File: src/design/fstp_div.sv
`default_nettype none
module fstp_div #(
	parameter int DVD_W = 58,
	parameter int DVS_W = 30
) (
	input  wire logic             clk,
	input  wire logic             arst_n,
	input  wire logic             start,
	input  wire logic [DVD_W-1:0] dividend,
	input  wire logic [DVS_W-1:0] divisor,
	output logic                  done,
	output logic      [DVD_W-1:0] quotient
);

	localparam int STEP_W = $clog2(DVD_W + 1);

	logic [DVS_W-1:0]  rem_q;
	logic [DVD_W-1:0]  quo_q;
	logic [DVS_W-1:0]  dvs_q;
	logic [STEP_W-1:0] step_q;
	logic              busy_q;
	logic              done_q;
	logic [DVS_W:0]    trial;
	logic [DVS_W:0]    diff;
	logic              ge;

	// one restoring step: shift in next dividend bit, subtract if it fits
	always_comb begin
		trial = {rem_q, quo_q[DVD_W-1]};
		diff  = trial - {1'b0, dvs_q};
		ge    = trial >= {1'b0, dvs_q};
	end

	always_ff @(posedge clk or negedge arst_n) begin
		if (!arst_n) begin
			busy_q <= 1'b0;
			done_q <= 1'b0;
			step_q <= '0;
		end else begin
			done_q <= 1'b0;
			if (start) begin
				busy_q <= 1'b1;
				step_q <= STEP_W'(DVD_W);
			end else if (busy_q) begin
				step_q <= step_q - 1'b1;
				if (step_q == STEP_W'(1)) begin
					busy_q <= 1'b0;
					done_q <= 1'b1;
				end
			end
		end
	end

	always_ff @(posedge clk) begin
		if (start) begin
			rem_q <= '0;
			quo_q <= dividend;
			dvs_q <= divisor;
		end else if (busy_q) begin
			rem_q <= ge ? diff[DVS_W-1:0] : trial[DVS_W-1:0];
			quo_q <= {quo_q[DVD_W-2:0], ge};
		end
	end

	assign done     = done_q;
	assign quotient = quo_q;

endmodule
`default_nettype wire

File: config.mk
export PLATFORM = sky130hd
export DESIGN_NAME = fstp_div
export DESIGN_NICKNAME = d
export VERILOG_FILES = /design/src/design/fstp_div.sv
export SDC_FILE = /design/constraint.sdc
export NUM_CORES = 1
export LEC_CHECK = 0
export BUFFER_PORTS_ARGS = -buffer_cell sky130_fd_sc_hd__clkbuf_2
export CAP_MARGIN = 20
export CORE_AREA = 5 5 136 125
export CTS_BUF_LIST = sky130_fd_sc_hd__clkbuf_4
export CTS_CLUSTER_SIZE = 25
export DETAILED_ROUTE_END_ITERATION = 10
export DIE_AREA = 0 0 141 130
export PLACE_DENSITY = 0.7
export SYNTH_ARGS = -nofsm -noshare
export SYNTH_HDL_FRONTEND = slang
export SYNTH_SLANG_ARGS = --single-unit
File: constraint.sdc
create_clock -name clk -period 2.9 [get_ports clk]
set_clock_uncertainty 0.2 [all_clocks]
set_input_delay 0 -clock clk [delete_from_list [all_inputs] [get_ports clk]]
set_output_delay 0 -clock clk [all_outputs]
set_load 0.01 [all_outputs]
Word-level counts from Yosys, hierarchy flattened. Index checks and enable logic that the tools add are counted.

Register bits after elaboration: 126. Output and inout bits: 59. Input bits: 91. Logic and storage cells: 22.

Eq/ne operators: 1. Reduce and logical (&&, ||, !) cells: 1. Order comparisons: 1. $add $sub $neg: 2. Multiplexer cells: 11.

Operators by type and width (number): $mux W58 (2); $ge A31 B30 Y1 (1); $mux W30 (1); $sub A30 B30 Y30 (1); $mux W6 (2); $eq A6 B1 Y1 const B (1); $mux W1 (6); $sub A6 B1 Y6 const B (1); $reduce_bool A2 Y1 (1).

Logic depth before layout (Yosys ltp). Gate-level depths: netlist of run 1.

Depth in word-level cells: 4. Mapped depth: 13. Depth with buffers taken out: 13.

Worst setup path before layout of run 1. No wires, ideal clock.

Kind: flip-flop to flip-flop. Start: register quo_q[57], in the netlist quotient[57]. End: register rem_q[20]. Data required time: 2.609 ns. Path buffers: 0. Period minus slack after synthesis: 2.830 ns. Stages on the path, launching flop included: 14. Arrival: 2.539 ns. Path slack: 0.070 ns. Cell sequence: edfxtp_1 inv_1 ha_1 inv_1 fa_1 a21oi_1 o21bai_1 a211oi_2 o21ai_1 a31oi_1 nor2_1 o21ai_1 o311ai_1 a311oi_1.

Longest elaborated chain between the ends: 2. Elaborated cells on any way between the ends: 3. Classes of those cells: 1 x add/sub; 1 x order compare; 1 x mux.

RTL lines: start: declaration (RTL line 18) `logic [DVD_W-1:0] quo_q;`; start signal: assignment (RTL line 57) `quo_q <= dividend;`; start signal: assignment (RTL line 61) `quo_q <= {quo_q[DVD_W-2:0], ge};`; $sub A30 B30 Y30 / $ge A31 B30 Y1 (equally long branches) (RTL line 30, 31); $mux W30 (*) (RTL line 60) `rem_q <= ge ? diff[DVS_W-1:0] : trial[DVS_W-1:0];`; end signal: assignment (RTL line 60); end: declaration (RTL line 17) `logic [DVS_W-1:0] rem_q;`.

Every way passes the cells marked *; elsewhere a longest branch is shown, timed or not. A chain may end at the register's enable or synchronous reset.

Worst setup path in the final report of run 1.
Start: register dvs_q[8]. End: register rem_q[23].

Longest elaborated chain between the ends: 2. Elaborated cells on any way between the ends: 3. Classes of those cells: 1 x add/sub; 1 x order compare; 1 x mux.

RTL lines: start: declaration (RTL line 19) `logic [DVS_W-1:0] dvs_q;`; start signal: assignment (RTL line 58) `dvs_q <= divisor;`; $sub A30 B30 Y30 / $ge A31 B30 Y1 (equally long branches) (RTL line 30, 31); $mux W30 (*) (RTL line 60).

Marked as above.

==> results of run 1 <==
-- kinds of logic (layout without fill, tap and decap cells) --
logic type	count (synthesis)	in the layout	synth area share, %
adder cells (fa/ha/maj)	34	34	6.419
AO/OA/AOI/OAI	125	125	13.67
XOR/XNOR	31	31	4.026
flip-flops	126	126	51.06
AND/OR/NAND/NOR	152	152	10.11
buffers and inverters	75	402	4.712
multiplexers	60	60	10.00
-- worst paths after layout --
kind                                     endpoint
hold reg to reg            rem_q[27]$_SDFFE_PP0P_
max in group asynchronous          done$_DFF_PN0_
setup reg to reg           rem_q[23]$_SDFFE_PP0P_
setup / recovery           rem_q[23]$_SDFFE_PP0P_
hold / removal             quotient[39]$_DFFE_PP_
min in group asynchronous   step_q[5]$_DFFE_PN0P_
-- metrics by stage --
step                      TNS [ns]  area, µm²  setup slack [ns]  instances
after floorplan                  0       6744           0.06961        603
after CTS                        0       9539           0.01383       1121
after detailed placement   -0.6156       7935           -0.1131        966
after global routing        -2.330      10000           -0.1296       1132
after global placement           0       7935           0.01233        966
final                     -0.02213      10000          -0.02213       1132
-- synthesized netlist by cell type, types with 9 or more instances --
cell type  number  area (µm²)
edfxtp_1       88        2643
ha_1           33       412.9
inv_1          45       168.9
dfxtp_1        30       600.6
mux2_2         58       653.1
o21ai_0        12       60.06
nand3_1         9       45.04
a21o_1          9       67.56
clkbuf_1       17       63.81
a311oi_1       18       157.7
nor2_1         43       161.4
xnor2_1        19       166.4
a21oi_1        35       175.2
nand2_1        68       255.2
xor2_1         12       105.1
-- layout by cell type, fill, tap and decap left out, types with 4 or more instances in the layout --
| cell | count |
|---|---|
| a21o_1 | 9 |
| dfxtp_1 | 30 |
| inv_6 | 6 |
| inv_1 | 38 |
| o21ai_1 | 6 |
| a21oi_1 | 28 |
| nand4_1 | 6 |
| clkbuf_4 | 17 |
| a21oi_2 | 5 |
| a311oi_2 | 7 |
| bufinv_16 | 4 |
| edfxtp_1 | 88 |
| buf_4 | 45 |
| o21bai_1 | 7 |
| inv_2 | 8 |
| ha_1 | 22 |
| o21a_1 | 6 |
| clkbuf_2 | 148 |
| nand3_1 | 8 |
| dfrtp_1 | 8 |
| xor2_1 | 12 |
| nand2_1 | 64 |
| o211ai_1 | 6 |
| mux2_2 | 58 |
| ha_4 | 10 |
| o21ai_0 | 8 |
| buf_6 | 6 |
| nor2_1 | 41 |
| xnor2_1 | 19 |
| dlygate4sd3_1 | 121 |
| nand2_2 | 4 |
| a311oi_1 | 12 |
-- flip-flops by register name (all words and copies together) (netlist names) --
signal / count
quotient: 58
dvs_q: 30
rem_q: 30
step_q: 6
busy_q: 1
done: 1
-- where the power goes --
group / switching [W] / total (W) / internal, W / leakage, nW
combinational: 0.00189 / 0.00374 / 0.00185 / 2.83
sequential: 0.000244 / 0.00250 / 0.00225 / 1.24
clock: 0.000792 / 0.00151 / 0.000715 / 0.186
-- cell type report --
class / count / area share, %
well taps: 202 / 2.527
inverters: 46 / 1.727
multi-input cells: 402 / 33.40
clock buffers: 17 / 1.276
clock inverters: 15 / 2.214
flip-flops and latches: 126 / 34.43
repair buffers: 324 / 24.42
-- layer usage --
| layer | vias to the layer above | global-route usage [%] |
|---|---|---|
| met1 | 2796 | 23.94 |
| met2 | 222 | 35.67 |
| li1 | 2824 | - |
| met3 | 27 | 6.962 |
| met5 | - | 0 |
| met4 | 0 | 6.439 |
-- critical path, cell delays in order, from the launching register on --
cell,delay (ns)
edfxtp_1,0.36
inv_2,0.05
ha_4,0.27
and3_4,0.20
nand2_2,0.06
or3_4,0.39
o31ai_4,0.29
o211ai_4,0.13
o21ai_4,0.24
buf_4,0.15
buf_6,0.10
o21a_1,0.11
nand2_1,0.07
a311oi_2,0.24
-- repair_timing --
item / CTS / global route
cloned: 0 / 2
hold endpoints to repair: 140 / 0
pin swaps: 3 / 28
hold buffers: 121 / 0
setup buffers: 2 / 9
gates resized for setup: 7 / 70
endpoints found under the setup margin: 27 / 31
==> flow_metrics.tcl, run 1 <==
set metrics [dict create \
    outcome "finished, violations left" \
    violations "negative setup slack" \
    cp_max_fo 5 \
    final_nets 1042 \
    top_layer "met4" \
    vias_per_cell 5.185 \
    synthArstFlopShare_pct 6.349 \
    cts_buffer_depth 2 \
    drt-pass1-iter-count 5 \
    drc_errors 0 \
    n_antenna_cell 0 \
    min_period_ns 2.922 \
    fin_crit_sh_pct 100.8 \
    peakVddDrop_v 0.0004875 \
    met1Wirelength_um 7886 \
    route.met2.wl_um 9450 \
    antenna_found_initial 0 \
    drv_slew 0 \
    drt-total-wl_um 19160 \
    hold-path-cell-count 3 \
    hold_path.class "in2reg" \
    drt_iter0_drc 344 \
    crit_path_start "dvs_q[8]$_DFFE_PP_" \
    detailed_place_hpwl_um 11790 \
    grt_util_all_layers_pct 20.44 \
    grt_pass1_vias 6138 \
    leakage_nw 4.254 \
    hp-start "dividend[39]" \
    gp_routability_congestion 0.8816 \
    drive_above_1_share_pct 38.71 \
    multiInputGateArea_mm2 0.003341 \
    critPathCaptureType "register" \
    grt_first_pass_wirelength_um 29950 \
    syn-cell-area_mm2 0.006744 \
    arrival_ns 3.21 \
    finalPower_w 0.007743 \
    wl_per_cell_um 16.92 \
    initial_core_util_pct 44.14 \
    max_slew_margin_pct 52.26 \
    cts.clk_slew.worst_paths_ns 0.15 \
    avgSynthCellArea_um2 11.18 \
    fmax_mhz 342.2 \
    met3_length_um 1526 \
    syn-instance-count 603 \
    ys.flop_type "edfxtp_1" \
    die_w_um 141 \
    required_ns 3.19 \
    synth_nets 728 \
    coreArea_mm2 0.01528 \
    ctsRootBufferMaster "clkbuf_4" \
    insertion_delay_ns 0.58 \
    cp-start-kind "register" \
    drtAntennaViolNets 0 \
    ff2ff_setup_slack_ns -0.02 \
    area_growth_pct 48.29 \
    cts_tree "done" \
    r2r-start "dvs_q[8]$_DFFE_PP_" \
    r2r_cells 13 \
    hold_slack_ns 0.06110 \
    hold_viol_final 0 \
    grt_max_degree 56 \
    cts.sink_count 126 \
    yosysWarnings 0 \
    rsz0062_at_grt "yes" \
    maxCapViolCount 0 \
    worst_pin_slew_ns 0.7152 \
    fp.dieArea_mm2 0.01833 \
    synth-seq-cells 126 \
    fillCellCount 1178 \
    worstSetupPathType "reg2reg" \
    worst_slack_ns -0.02213 \
    synth_edf_count 88 \
    io-pin-count 150 \
    cts_made_buffers 17 \
    row_count 43 \
    overflow 0 \
    vias 5869 \
    htree_levels 4 \
    seq_area_mm2 0.003443 \
    yosysSeqAreaShare_pct 51.06 \
    fin_util_pct 65.45 \
    setup_viol 1 \
    p_per_area_mw_per_mm2 774.3 \
    ys_types 58 \
    port-buffer-count 149 \
    die_height_um 130 \
]
(Power assumes the default switching activity.)
==> run 2: changes to the inputs <==
RECOVER_POWER = 25   (was not set)
TNS_END_PERCENT = 5   (was not set)
clock period = 2.5 ns   (was 2.9 ns; I/O delays follow)
==> flow_metrics.tcl, run 2 (synthesized netlist as in run 1, its figures left out) <==
set metrics [dict create \
    area_growth_pct 51.95 \
    die_height_um 130 \
    ctsRootBufferMaster "clkbuf_4" \
    arrival_ns 3.10 \
    htree_levels 4 \
    tns_ns -8.237 \
    cp-start-kind "register" \
    port-buffer-count 149 \
    min_period_ns 2.854 \
    coreArea_mm2 0.01528 \
    fin_util_pct 67.07 \
    hold_viol_final 0 \
    insertion_delay_ns 0.56 \
    cts_made_buffers 17 \
    grt_max_degree 52 \
    worst_slack_ns -0.3536 \
    worst_pin_slew_ns 1.204 \
    violations "negative setup slack" \
    final_nets 1103 \
    largest_register_ffs 58 \
    cts_tree "done" \
    drt-pass1-iter-count 5 \
    cts.sink_count 126 \
    hold_slack_ns 0.07061 \
    peakVddDrop_v 0.0004263 \
    drt_iter0_drc 304 \
    worstSetupPathType "reg2reg" \
    crit_path_start "dvs_q[0]$_DFFE_PP_" \
    drc_errors 0 \
    antenna_found_initial 0 \
    drt-total-wl_um 18910 \
    n_antenna_cell 0 \
    fmax_mhz 350.4 \
    die_w_um 141 \
    fillCellCount 1143 \
    io-pin-count 150 \
    drive_above_1_share_pct 40.06 \
    max_slew_margin_pct 19.76 \
    overflow 0 \
    r2r_cells 11 \
    grt_pass1_vias 6394 \
    drtAntennaViolNets 0 \
    hold-path-cell-count 3 \
    cts.clk_slew.worst_paths_ns 0.15 \
    gp_routability_congestion 0.8767 \
    wl_per_cell_um 15.85 \
    initial_core_util_pct 44.14 \
    outcome "finished, violations left" \
    vias 6037 \
    required_ns 2.75 \
    hold_path.class "in2reg" \
    layout_common_cells "clkbuf_2, dlygate4sd3_1, buf_4, edfxtp_1, nand2_1" \
    leakage_nw 4.494 \
    fin_crit_sh_pct 114.1 \
    hp-start "dividend[42]" \
    grt_first_pass_wirelength_um 31340 \
    cp_max_fo 9 \
    rsz0062_at_grt "yes" \
    vias_per_cell 5.060 \
    row_count 43 \
    setup_viol 31 \
    p_per_area_mw_per_mm2 856.3 \
    r2r-start "dvs_q[0]$_DFFE_PP_" \
    detailed_place_hpwl_um 12540 \
    drv_slew 0 \
    critPathCaptureType "register" \
    layout_commonest_cell "clkbuf_2" \
    grt_util_all_layers_pct 21.31 \
    fp.dieArea_mm2 0.01833 \
    finalPower_w 0.008774 \
    cts_buffer_depth 2 \
    maxCapViolCount 0 \
]
[run 2: cell types whose count changed in the layout (fill, tap and decap cells not counted), sizes merged]
| cell | before | now |
|---|---|---|
| buf | 54 | 106 |
| inv | 54 | 55 |
| bufinv | 4 | 2 |
| dlygate4sd3 | 121 | 129 |
| clkbuf | 166 | 167 |
| clkinvlp | 0 | 1 |
[run 2: critical path, stage by stage, from the launching register on]
cell and delay, ns:
edfxtp_1 0.45, ha_1 0.21, nand2b_4 0.15, a211oi_4 0.28, nor4_4 0.08, buf_4 0.15, o31ai_4 0.29, o211ai_4 0.12
o21ai_4 0.23, buf_4 0.22, nand2_1 0.07, a311oi_1 0.29
[run 2: power breakdown]
part | switching (W) | internal (W)
Clock | 0.000914 | 0.000626
Combinational | 0.00212 | 0.00226
Sequential | 0.000244 | 0.00261
Total | 0.00327 | 0.00550
[run 2: stage by stage]
step | setup slack [ns] | area (µm²) | std cells
final | -0.3536 | 10250 | 1193
after global routing | -0.5360 | 10250 | 1193
after floorplan | -0.2272 | 6785 | 603
after detailed placement | -0.4352 | 8434 | 1026
after CTS | -0.3531 | 10190 | 1191
after global placement | -0.3465 | 8434 | 1026
[run 2: area by class of cell]
type | count | area, µm² | share of cell area, %
flip-flops and latches | 126 | 3443 | 33.60
multi-input cells | 402 | 3203 | 31.26
repair buffers | 385 | 2877 | 28.07
well taps | 202 | 252.7 | 2.466
inverters | 46 | 172.7 | 1.685
clock inverters | 15 | 171.4 | 1.673
clock buffers | 17 | 127.6 | 1.245
[run 2: routing by layer]
metal / up-vias / GRT usage, % / routed length [µm]
li1: 2948 / - / -
met1: 2891 / 26.21 / 8224
met2: 178 / 36.88 / 9224
met3: 20 / 7.036 / 1270
met4: 0 / 4.672 / 192
met5: - / 0 / 0
[run 2: worst paths after layout]
check                                         end  slack (ns)
max                        rem_q[10]$_SDFFE_PP0P_       -0.35
min                        quotient[42]$_DFFE_PP_        0.07
max reg2reg                rem_q[10]$_SDFFE_PP0P_       -0.35
min reg2reg                rem_q[11]$_SDFFE_PP0P_        0.31
max in group asynchronous   step_q[0]$_DFFE_PN0P_        1.60
min in group asynchronous   step_q[2]$_DFFE_PN0P_        0.23
[run 2: timing repair]
action                     4_1_cts  5_1_grt
setup endpoints to repair       31       31
hold buffers                   129        0
resized for setup               27        9
pin swaps                       25       12
hold endpoints to repair       139        0
buffers inserted                 4        2
gates cloned                     0        0
