$ cat config.mk
export PLATFORM = sky130hd
export DESIGN_NAME = fstp_ram
export DESIGN_NICKNAME = d
export VERILOG_FILES = /design/src/design/fstp_ram.sv
export SDC_FILE = /design/constraint.sdc
export NUM_CORES = 1
export LEC_CHECK = 0
export BUFFER_PORTS_ARGS = -buffer_cell sky130_fd_sc_hd__buf_2
export CORE_MARGIN = 5
export CORE_UTILIZATION = 62
export DETAILED_ROUTE_END_ITERATION = 6
export PLACE_DENSITY = 0.77
export SYNTH_ARGS = -nofsm -noshare
export SYNTH_HDL_FRONTEND = slang
export SYNTH_SLANG_ARGS = --single-unit
$ cat constraint.sdc
create_clock -name clk -period 2 [get_ports clk]
set_input_delay 0.1 -clock clk [delete_from_list [all_inputs] [get_ports clk]]
set_output_delay 0.1 -clock clk [all_outputs]
set_load 0.05 [all_outputs]
$ cat src/design/fstp_ram.sv
`default_nettype none
module fstp_ram #(
	parameter int WIDTH = 8,
	parameter int DEPTH = 64
) (
	input  wire logic                     clk,
	input  wire logic                     we,
	input  wire logic [$clog2(DEPTH)-1:0] waddr,
	input  wire logic [WIDTH-1:0]         wdata,
	input  wire logic [$clog2(DEPTH)-1:0] raddr,
	output logic      [WIDTH-1:0]         rdata
);

	logic [WIDTH-1:0] mem [DEPTH];

	// one write port, one registered read port
	always_ff @(posedge clk) begin
		if (we) begin
			mem[waddr] <= wdata;
		end
		rdata <= mem[raddr];
	end

endmodule
`default_nettype wire

Yosys cells after proc, flatten, opt, wreduce, memory -nomap -nowiden
Memory sizes are Yosys's and may differ from the RTL's. A register that Yosys moved wholly into a read port is not among the register bits. Cells that the tools add are included.

Bits in registers: 0. Latch bits: 0. RAM bits: 512. Memory bits (read-only): 0. Input bits: 22. Output and inout port bits: 8. Logic and storage cells: 3. Memories kept: 1.

$add $sub $neg: 0. Multipliers: 0. Div/mod/pow operators: 0. Magnitude comparators: 0. Equal/unequal tests: 0. Shift-type cells: 0. Mux-type cells: 2. Bitwise operators: 0. Reductions and logical operators: 0.

Memories: mem (words 64, width 8, read ports 1, clocked after memory_dff 1, write ports 1, RTL line 14) `logic [WIDTH-1:0] mem [DEPTH];`.

Operators by type and width (number): two-way mux 1 bit (2).

Depth between registers and ports, before layout
Gate-level depths: netlist of run 1.

Depth in word-level cells: 2. Depth in mapped cells: 9. Depth with buffers taken out: 5.

Least setup slack after synthesis of run 1
Ideal clock, no wire load.

Path type: input-to-reg. From: input raddr[1]. To: register rdata[3] (read register of mem). Setup time: 0.128 ns. Arrival: 1.640 ns. Data required time: 1.872 ns. Setup slack: 0.232 ns. Stages on the path: 7. Buffers on the path: 3. Cell sequence: buf_4 > buf_2 > buf_2 > mux4_2 > mux4_2 > o21ai_1 > o41ai_1.

RTL lines: start: declaration (RTL line 10) `input wire logic [$clog2(DEPTH)-1:0] raddr,`; end: declaration (RTL line 11) `output logic [WIDTH-1:0] rdata`.

==> reports/results.ini, run 1 <==
[synthesis]
ys_warn_count=0
netlist_instances=940
synth_edf_count=512
ys_types=40
synth.top_cell.area_share=0.762
synth_seq_area_share=0.770
synthTopCellsByArea=edfxtp_1 76%, mux4_2 14%, nor2_1 1.5%
synth-main-ff-cell=edfxtp_1
syn_avg_cell_area_um2=21.5
syn-cell-area_um2=20200
synth_top_cell_by_area=edfxtp_1
synth-seq-cells=520
async_flop_share=0
synth_nets=962

[floorplan]
initial_core_util=0.625
die_width_um=190
rows=66
fp.dieH_um=190
fp.dieArea_um2=36200
fp.coreArea_um2=32300
pin_count=30

[worst_hold_path]
holdPathEnd=mem[3][1]$_DFFE_PP_
hold_class=input port to flop
hp-start=wdata[1]
min_path_cells=2

[worst_setup_path]
end_kind=flop
worstPathMaxFanout=1
rr_endpoint=rdata[4]$_DFF_P_
critPathArrivalTime_ns=2.39
rr_worst_depth=5
critPathLaunchType=flop
crit_required_ns=2.42
reg2reg_from=mem[29][4]$_DFFE_PP_
reg2reg_slack_ns=0.03
critPathKind=flop to flop

[timing]
setup_tns_ns=0
setup-violations-final=0
period_minus_slack_ns=1.97
fin_ws_ns=0.0331
worst_pin_slew_ns=0.674
fmax_mhz=508
finalMaxSlewViolations=0
timing.final.hold_violations=0
period_share=0.983
fin_hold_ws_ns=0.0432
relSlewSlack=0.551
fin_skew_ns=0.0184
rsz0062_at_grt=no

[routing]
ant_nets=0
num_vias=10400
wl_um=45100
drt_iter0_markers=1323
drc=0
avgViaCountPerCell=6.53
routedWlPerCell_um=28.4
drt_first_pass_iters=7

[grt]
antenna_found_initial=3
grt_pass1_vias=10600
gr-total-overflow=0
grt_max_degree=65
grt.total_usage=0.256
grt_pass1_wl_um=68100

[run]
cap_violations=0

[placement]
pre_cts_slack_ns=-0.491
hpwl_um=28300
place_area_um2=21800
gp_congestion=0.873
io_buffers=29

[clocking]
clk_pin_slew_worst_paths_ns=0.06
cts_setup_buffers=0
cts_tree=yes
clockRootBuffer=clkbuf_16
cts_max_level=2
cts_buffers=50
clock_sinks=520
cts_max_path_buffers=3
clk_latency_ns=0.55

[finish]
final_nets=1129
final_area_um2=23500
area_growth_pct=16.3
antenna_cells=0
drive_above_1_share=0.336
finalCoreUtilization=0.726

[outcome]
status=completed

[power_and_ir_drop]
irDropWorstVdd_mv=0.735
p_leak_nw=7.65
power_density_nw_per_um2=975

synthesized netlist by cell type, types with 3 or more instances:
library cell	count
dfxtp_1	8
o2bb2ai_1	3
o2111ai_1	3
mux2i_1	23
mux2_2	13
nand2b_1	7
a22oi_1	3
buf_1	4
nand2_1	19
a221oi_1	6
mux4_2	126
buf_2	11
nor2b_1	14
nor2_1	83
nand3_1	13
buf_4	13
a21oi_1	3
nor3_1	7
a211oi_1	4
o22ai_1	8
o221ai_1	8
buf_6	4
clkbuf_1	17
edfxtp_1	512
nand3b_1	3
repair_timing:
item,4_1_cts,5_1_grt
hold buffers,1,0
pin swaps,0,2
gates resized for setup,3,4
endpoints found under the hold margin,1,0
endpoints found under the setup margin,3,4
power by group:
group	total, mW	switching [mW]	internal (mW)
combinational	1.29	0.782	0.506
clock	9.48	3.85	5.63
sequential	12.1	0.0433	12.1
total	22.9	4.67	18.2
kinds of logic (layout without fill, tap and decap cells):
| logic type | Yosys count | after routing | share of synthesized area |
|---|---|---|---|
| mux | 162 | 162 | 0.159 |
| compound gates | 54 | 54 | 0.0207 |
| simple gates | 153 | 153 | 0.0339 |
| buf+inv | 51 | 258 | 0.0157 |
| flops | 520 | 520 | 0.770 |
critical path, cell delays in order, from the launching register on:
cell	delay (ns)
edfxtp_1	0.37
mux4_2	0.47
mux2_2	0.27
o221a_2	0.28
nor3_1	0.31
o32ai_1	0.14
cell type report:
cell class	instances	area (um^2)
Clock buffer	64	1380
Clock inverter	28	298
Fill cell	1792	8830
Multi-Input combinational cell	369	4340
Sequential cell	520	15500
Tap cell	442	553
Timing Repair Buffer	166	1350
metrics by stage:
stage / instances / total power [mW]
detailed placement: 1497 / 13.6
finish: 1589 / 22.9
global placement: 1497 / 13.6
floorplan: 940 / 13.0
CTS: 1590 / 23.0
global route: 1589 / 23.6
placed cells by master, fill, tap and decap left out, types with 4 or more instances in the layout:
cell,synthesis,routed
o22ai_1,8,8
a211oi_1,4,4
mux2_2,13,13
a221oi_1,6,4
bufinv_16,0,6
nor2b_1,14,14
buf_4,13,125
mux4_2,126,126
nand2b_1,7,7
mux2i_1,23,23
nor2_1,83,82
edfxtp_1,512,512
clkinv_2,0,7
buf_2,11,26
clkbuf_8,0,6
nor3_1,7,6
nand2_1,19,19
dfxtp_1,8,8
clkbuf_16,0,51
clkinv_1,0,9
o221ai_1,8,8
clkbuf_1,17,8
nand3_1,13,13
buf_12,2,13
worst max path at each step:
| stage | start | endpoint | cells after the start |
|---|---|---|---|
| floorplan | raddr[1] | rdata[3]$_DFF_P_ | 7 |
| global placement | raddr[1] | rdata[0]$_DFF_P_ | 6 |
| detailed placement | raddr[1] | rdata[0]$_DFF_P_ | 6 |
| CTS | mem[15][1]$_DFFE_PP_ | rdata[1]$_DFF_P_ | 6 |
| global route | mem[24][6]$_DFFE_PP_ | rdata[6]$_DFF_P_ | 5 |
| finish | mem[29][4]$_DFFE_PP_ | rdata[4]$_DFF_P_ | 5 |
registers in the layout, summed over array words and instances, names as in the netlist:
name and count:
mem 512, rdata 8
routing by layer:
| layer | up-vias | wire (um) | GRT usage |
|---|---|---|---|
| li1 | 4263 | - | - |
| met1 | 5327 | 17500 | 0.379 |
| met2 | 633 | 21300 | 0.391 |
| met3 | 141 | 4690 | 0.0613 |
| met4 | 6 | 1630 | 0.0765 |
| met5 | - | 32 | 0 |
(Power assumes the default switching activity.)
==> run 2, diff against run 1 <==
BUFFER_PORTS_ARGS = unset   (was -buffer_cell sky130_fd_sc_hd__buf_2)
CORE_UTILIZATION = 63   (was 62)
DONT_BUFFER_PORTS = 1   (was unset)
==> run 2 against run 1 <==
Against the previous run:
- the flow now finishes with violations (hold timing)
- hold slack worse by 0.38 ns
- worst setup slack got worse by 0.022 ns
- core utilization increased by 0.062 points
- via count fell by 4.9%
- count of clock-buffer cells in the layout up 3
- sequential share of layout area up 1.5 points
- combinational power is 30% lower
- die area is 1.5% lower
- cell area is 2.2% lower
- clock power fell by 4.2%
- final cell count decreased by 6.7%
- largest power group unchanged
- highest routed layer is now met4
==> reports/results.ini, run 2 (synthesis gave the netlist of run 1 again) <==
[outcome]
status=complete, but fails checks
violations=hold timing

[grt]
grtUsageMet1=0.367
grt_pass1_vias=10100
grt_use_met3=0.0479
gr-total-overflow=0
antenna_found_initial=0
grt_pass1_wl_um=64700
grt.total_usage=0.245
gr-max-usage-layer=met2
grt_max_degree=138
grt_use_met2=0.381

[finish]
final_nets=1065
reg.largest.list=mem: 512 flops, rdata: 8 flops
layout_commonest_cell=edfxtp_1
drive_above_1_share=0.280
top_register=mem
fin_cells=1483
nFillCells=1745
area_growth_pct=13.8
layout_common_cells=512 x edfxtp_1, 126 x mux4_2, 83 x nor2_1, 81 x buf_4, 53 x clkbuf_16
largest_reg_flops=512
ff_latch_area_um2=15500
antenna_cells=0
multi_input_area_um2=4350

[clocking]
cts_max_level=2
holdBufCountCts=21
clk_pin_slew_worst_paths_ns=0.07
cts_buffers=50
clk_latency_ns=0.56
cts_tree=yes
clockRootBuffer=clkbuf_16
clock_sinks=520
cts_max_path_buffers=3

[power_and_ir_drop]
p_comb_frac=0.041
power_density_nw_per_um2=965
p_leak_nw=7.32
p_int_mw=17.8
switching_power_mw=4.39
p_clk_frac=0.410
irDropWorstVdd_mv=0.713
switching_share=0.198
power_frac_seq=0.550

[routing]
num_vias=9864
routedWlPerCell_um=28.9
wl_um=42800
drc=0
drt_first_pass_iters=6
drt_iter0_markers=1188
avgViaCountPerCell=6.65
ant_nets=0

[timing]
period_share=0.994
fin_hold_ws_ns=-0.335
period_minus_slack_ns=1.99
setup-violations-final=0
fmax_mhz=503
setup_tns_ns=0
worst_pin_slew_ns=0.759
fin_skew_ns=0.0123
relSlewSlack=0.492
timing.final.hold_violations=8
finalMaxSlewViolations=0

[worst_setup_path]
end_kind=flop
worstPathMaxFanout=1
critPathKind=flop to flop
critPathArrivalTime_ns=2.40
crit_required_ns=2.42
critPathLaunchType=flop

[floorplan]
pin_count=30
initial_core_util=0.639
fp.coreArea_um2=31600
die_width_um=189
fp.dieArea_um2=35700
fp.dieH_um=189
rows=65

[placement]
io_buffers=0
dpl.cell_count=1372
hpwl_um=23500
gp_congestion=0.804

[run]
cap_violations=0

[worst_hold_path]
hold_class=input port to flop

-- run 2: cell count changes in the layout (fill, tap and decap cells not counted), sizes merged --
cell	previous run	this run
buf	164	90
dlygate4sd3	1	12
bufinv	6	3
clkbuf	65	67
clkinv	17	15
-- run 2: final timing paths --
check	startpoint	to	slack [ns]	depth (start not counted)
worst max-delay path	mem[24][4]$_DFFE_PP_	rdata[4]$_DFF_P_	0.01	5
worst min-delay path	raddr[5]	rdata[3]$_DFF_P_	-0.33	1
worst max register to register	mem[24][4]$_DFFE_PP_	rdata[4]$_DFF_P_	0.01	5
worst min register to register	mem[34][2]$_DFFE_PP_	rdata[2]$_DFF_P_	0.86	4
-- run 2: cell type report --
cell class	count	share of cell area
Timing Repair Buffer	102	0.0422
Sequential cell	520	0.677
Clock inverter	23	0.00878
Clock buffer	67	0.0605
Multi-Input combinational cell	369	0.189
Tap cell	402	0.0219
-- run 2: metal layers --
metal	vias up	wire length, um
met1	5074	16600
met3	96	4390
met5	-	0
li1	4127	-
met4	0	1260
met2	567	20600
-- run 2: repair_timing --
item                                    in CTS  in global routing
hold endpoints to repair                   555                  8
resized for setup                            4                  3
buffers inserted                             0                  0
endpoints found under the setup margin       4                  3
-- run 2: power by group through the flow --
stage                     registers (mW)  clock network (mW)  logic, mW
after global placement              12.4                   0      0.618
final                               12.2                9.08      0.901
after CTS                           12.2                9.20      0.892
after global routing                12.2                9.71      0.949
after floorplan                     12.4                   0      0.643
after detailed placement            12.4                   0      0.626
-- run 2: through the flow --
step / utilization / setup WS [ns] / total power, mW / instance area [um^2]
6_report: 0.727 / 0.0110 / 22.1 / 22900
5_1_grt: 0.727 / -0.0212 / 22.8 / 22900
4_1_cts: 0.727 / 0.0215 / 22.3 / 22900
3_5_place_dp: 0.664 / -0.174 / 13.0 / 21000
3_3_place_gp: 0.664 / -0.117 / 13.0 / 21000
2_1_floorplan: - / 0.232 / 13.0 / 20200
-- run 2: critical path: stages (launching register included) --
cell	delay [ns]
edfxtp_1	0.38
mux4_2	0.47
mux2_2	0.28
o221a_2	0.29
nor3_2	0.27
o32ai_2	0.17
==> run 3, diff against run 2 <==
CELL_PAD_IN_SITES_DETAIL_PLACEMENT = 1   (was unset)
CELL_PAD_IN_SITES_GLOBAL_PLACEMENT = 2   (was unset)
CORE_UTILIZATION = 51   (was 63)
==> run 3 against run 2 <==
Against the previous run:
- critical path type unchanged
- first-iteration DRC count down 12%
- the run now ends clean
- combinational power up 7.5%
- largest power group unchanged
- sequential power about the same
==> reports/results.ini, run 3 (synthesis gave the netlist of run 1 again) <==
[outcome]
status=completed

[worst_setup_path]
reg2reg_from=mem[20][6]$_DFFE_PP_
critPathLaunchType=flop
worstPathMaxFanout=1
cp_slowest_cell=mux4_2
critPathArrivalTime_ns=2.40
cp_cell_sequence=mux4_2 -> mux2_2 -> o221a_2 -> nor3_2 -> o32ai_1
end_kind=flop
rr_worst_depth=5
path_buf_inv=0
rr_endpoint=rdata[6]$_DFF_P_
reg2reg_slack_ns=0.05
crit_family=multiplexers
critPathKind=flop to flop
crit_required_ns=2.45
max_stage_delay_ns=0.47

[placement]
io_buffers=0
gp_congestion=0.804
hpwl_um=27200
dpl.cell_count=1497

[power_and_ir_drop]
power_mw=23.2
irDropWorstVdd_mv=0.944
p_leak_nw=7.51
power_density_nw_per_um2=992

[grt]
grt_pass1_wl_um=72300
gr-total-overflow=0
antenna_found_initial=1
grt.total_usage=0.226
grt_max_degree=137
grt_pass1_vias=10600

[finish]
top_register=mem
largest_reg_flops=512
fin_cells=1623
final_nets=1086
reg.largest.list=mem: 512 flops, rdata: 8 flops
nFillCells=3237
layout_commonest_cell=edfxtp_1
area_growth_pct=16.2
layout_common_cells=512 x edfxtp_1, 126 x mux4_2, 90 x buf_4, 83 x nor2_1, 55 x clkbuf_16
drive_above_1_share=0.290

[clocking]
cts_max_path_buffers=3
clk_latency_ns=0.61
clockRootBuffer=clkbuf_16
clk_pin_slew_worst_paths_ns=0.06
cts_max_level=2
cts_buffers=54
cts_tree=yes
clock_sinks=520

[worst_hold_path]
hold_class=input port to flop
min_path_cells=2
holdPathEnd=mem[6][6]$_DFFE_PP_
hp-start=waddr[2]

[timing]
fmax_mhz=513
timing.final.hold_violations=0
setup_tns_ns=0
period_minus_slack_ns=1.95
fin_skew_ns=0.0241
setup-violations-final=0
relSlewSlack=0.375
worst_pin_slew_ns=0.935
finalMaxSlewViolations=0
period_share=0.974

[routing]
drt_iter0_markers=1042
drt_first_pass_iters=6
avgViaCountPerCell=6.07
ant_nets=0
num_vias=9850
wl_um=48000
drc=0
routedWlPerCell_um=29.6

[floorplan]
fp.dieH_um=209
initial_core_util=0.518
pin_count=30
fp.dieArea_um2=43600
fp.coreArea_um2=38900
rows=72
die_width_um=209

[run]
cap_violations=0

[run 3: changes by cell type in the layout (fill, tap and decap cells not counted), sizes merged]
cell / previous run / this run
clkbuf: 67 / 68
clkinvlp: 3 / 0
inv: 2 / 1
diode: 0 / 1
bufinv: 3 / 8
clkinv: 15 / 19
dlygate4sd3: 12 / 19
buf: 90 / 100
[run 3: how the worst max path moves through the flow]
stage                          from          endpoint  slack (ns)  cells after the start
2_1_floorplan              raddr[1]  rdata[3]$_DFF_P_        0.23                      7
3_3_place_gp   mem[47][0]$_DFFE_PP_  rdata[0]$_DFF_P_       -0.29                      4
3_5_place_dp   mem[44][0]$_DFFE_PP_  rdata[0]$_DFF_P_       -0.26                      4
4_1_cts         mem[2][3]$_DFFE_PP_  rdata[3]$_DFF_P_        0.04                      5
5_1_grt        mem[16][4]$_DFFE_PP_  rdata[4]$_DFF_P_     -0.0002                      5
6_report       mem[20][6]$_DFFE_PP_  rdata[6]$_DFF_P_        0.05                      5
[run 3: layer usage]
| layer | up-vias | global-route usage | routed length [um] |
|---|---|---|---|
| met2 | 345 | 0.350 | 23100 |
| met3 | 81 | 0.0522 | 3310 |
| met5 | - | 0 | 0 |
| met4 | 0 | 0.0801 | 1530 |
| met1 | 5253 | 0.320 | 20100 |
| li1 | 4171 | - | - |
[run 3: layout make-up]
class / count / area (um^2) / share of cell area
sequential: 520 / 15500 / 0.663
multi-input combinational: 369 / 4350 / 0.186
clock buffer: 68 / 1450 / 0.0617
timing repair buffer: 119 / 1130 / 0.0480
tap: 518 / 648 / 0.0277
clock inverter: 28 / 330 / 0.0141
antenna: 1 / 2.50 / 0.000107
[run 3: what timing repair did]
action,CTS,global route
gates resized for setup,6,2
hold buffers,29,0
hold endpoints to repair,584,0
setup buffers,0,0
endpoints found under the setup margin,5,2
[run 3: per-stage QoR]
stage	instance area, um^2	util	hold slack [ns]	setup slack (ns)
global placement	21200	0.544	0.204	-0.288
floorplan	20200	-	0.199	0.232
CTS	23400	0.602	0.000632	0.0385
finish	23400	0.602	0.0182	0.0517
global route	23400	0.602	0.0330	-0.000197
detailed placement	21200	0.544	0.204	-0.262
[run 3: where the power goes]
group / leakage [nW] / switching [mW] / internal, mW
sequential: 4.67 / 0.124 / 12.1
clock: 0.871 / 3.99 / 6.10
combinational: 1.97 / 0.513 / 0.456
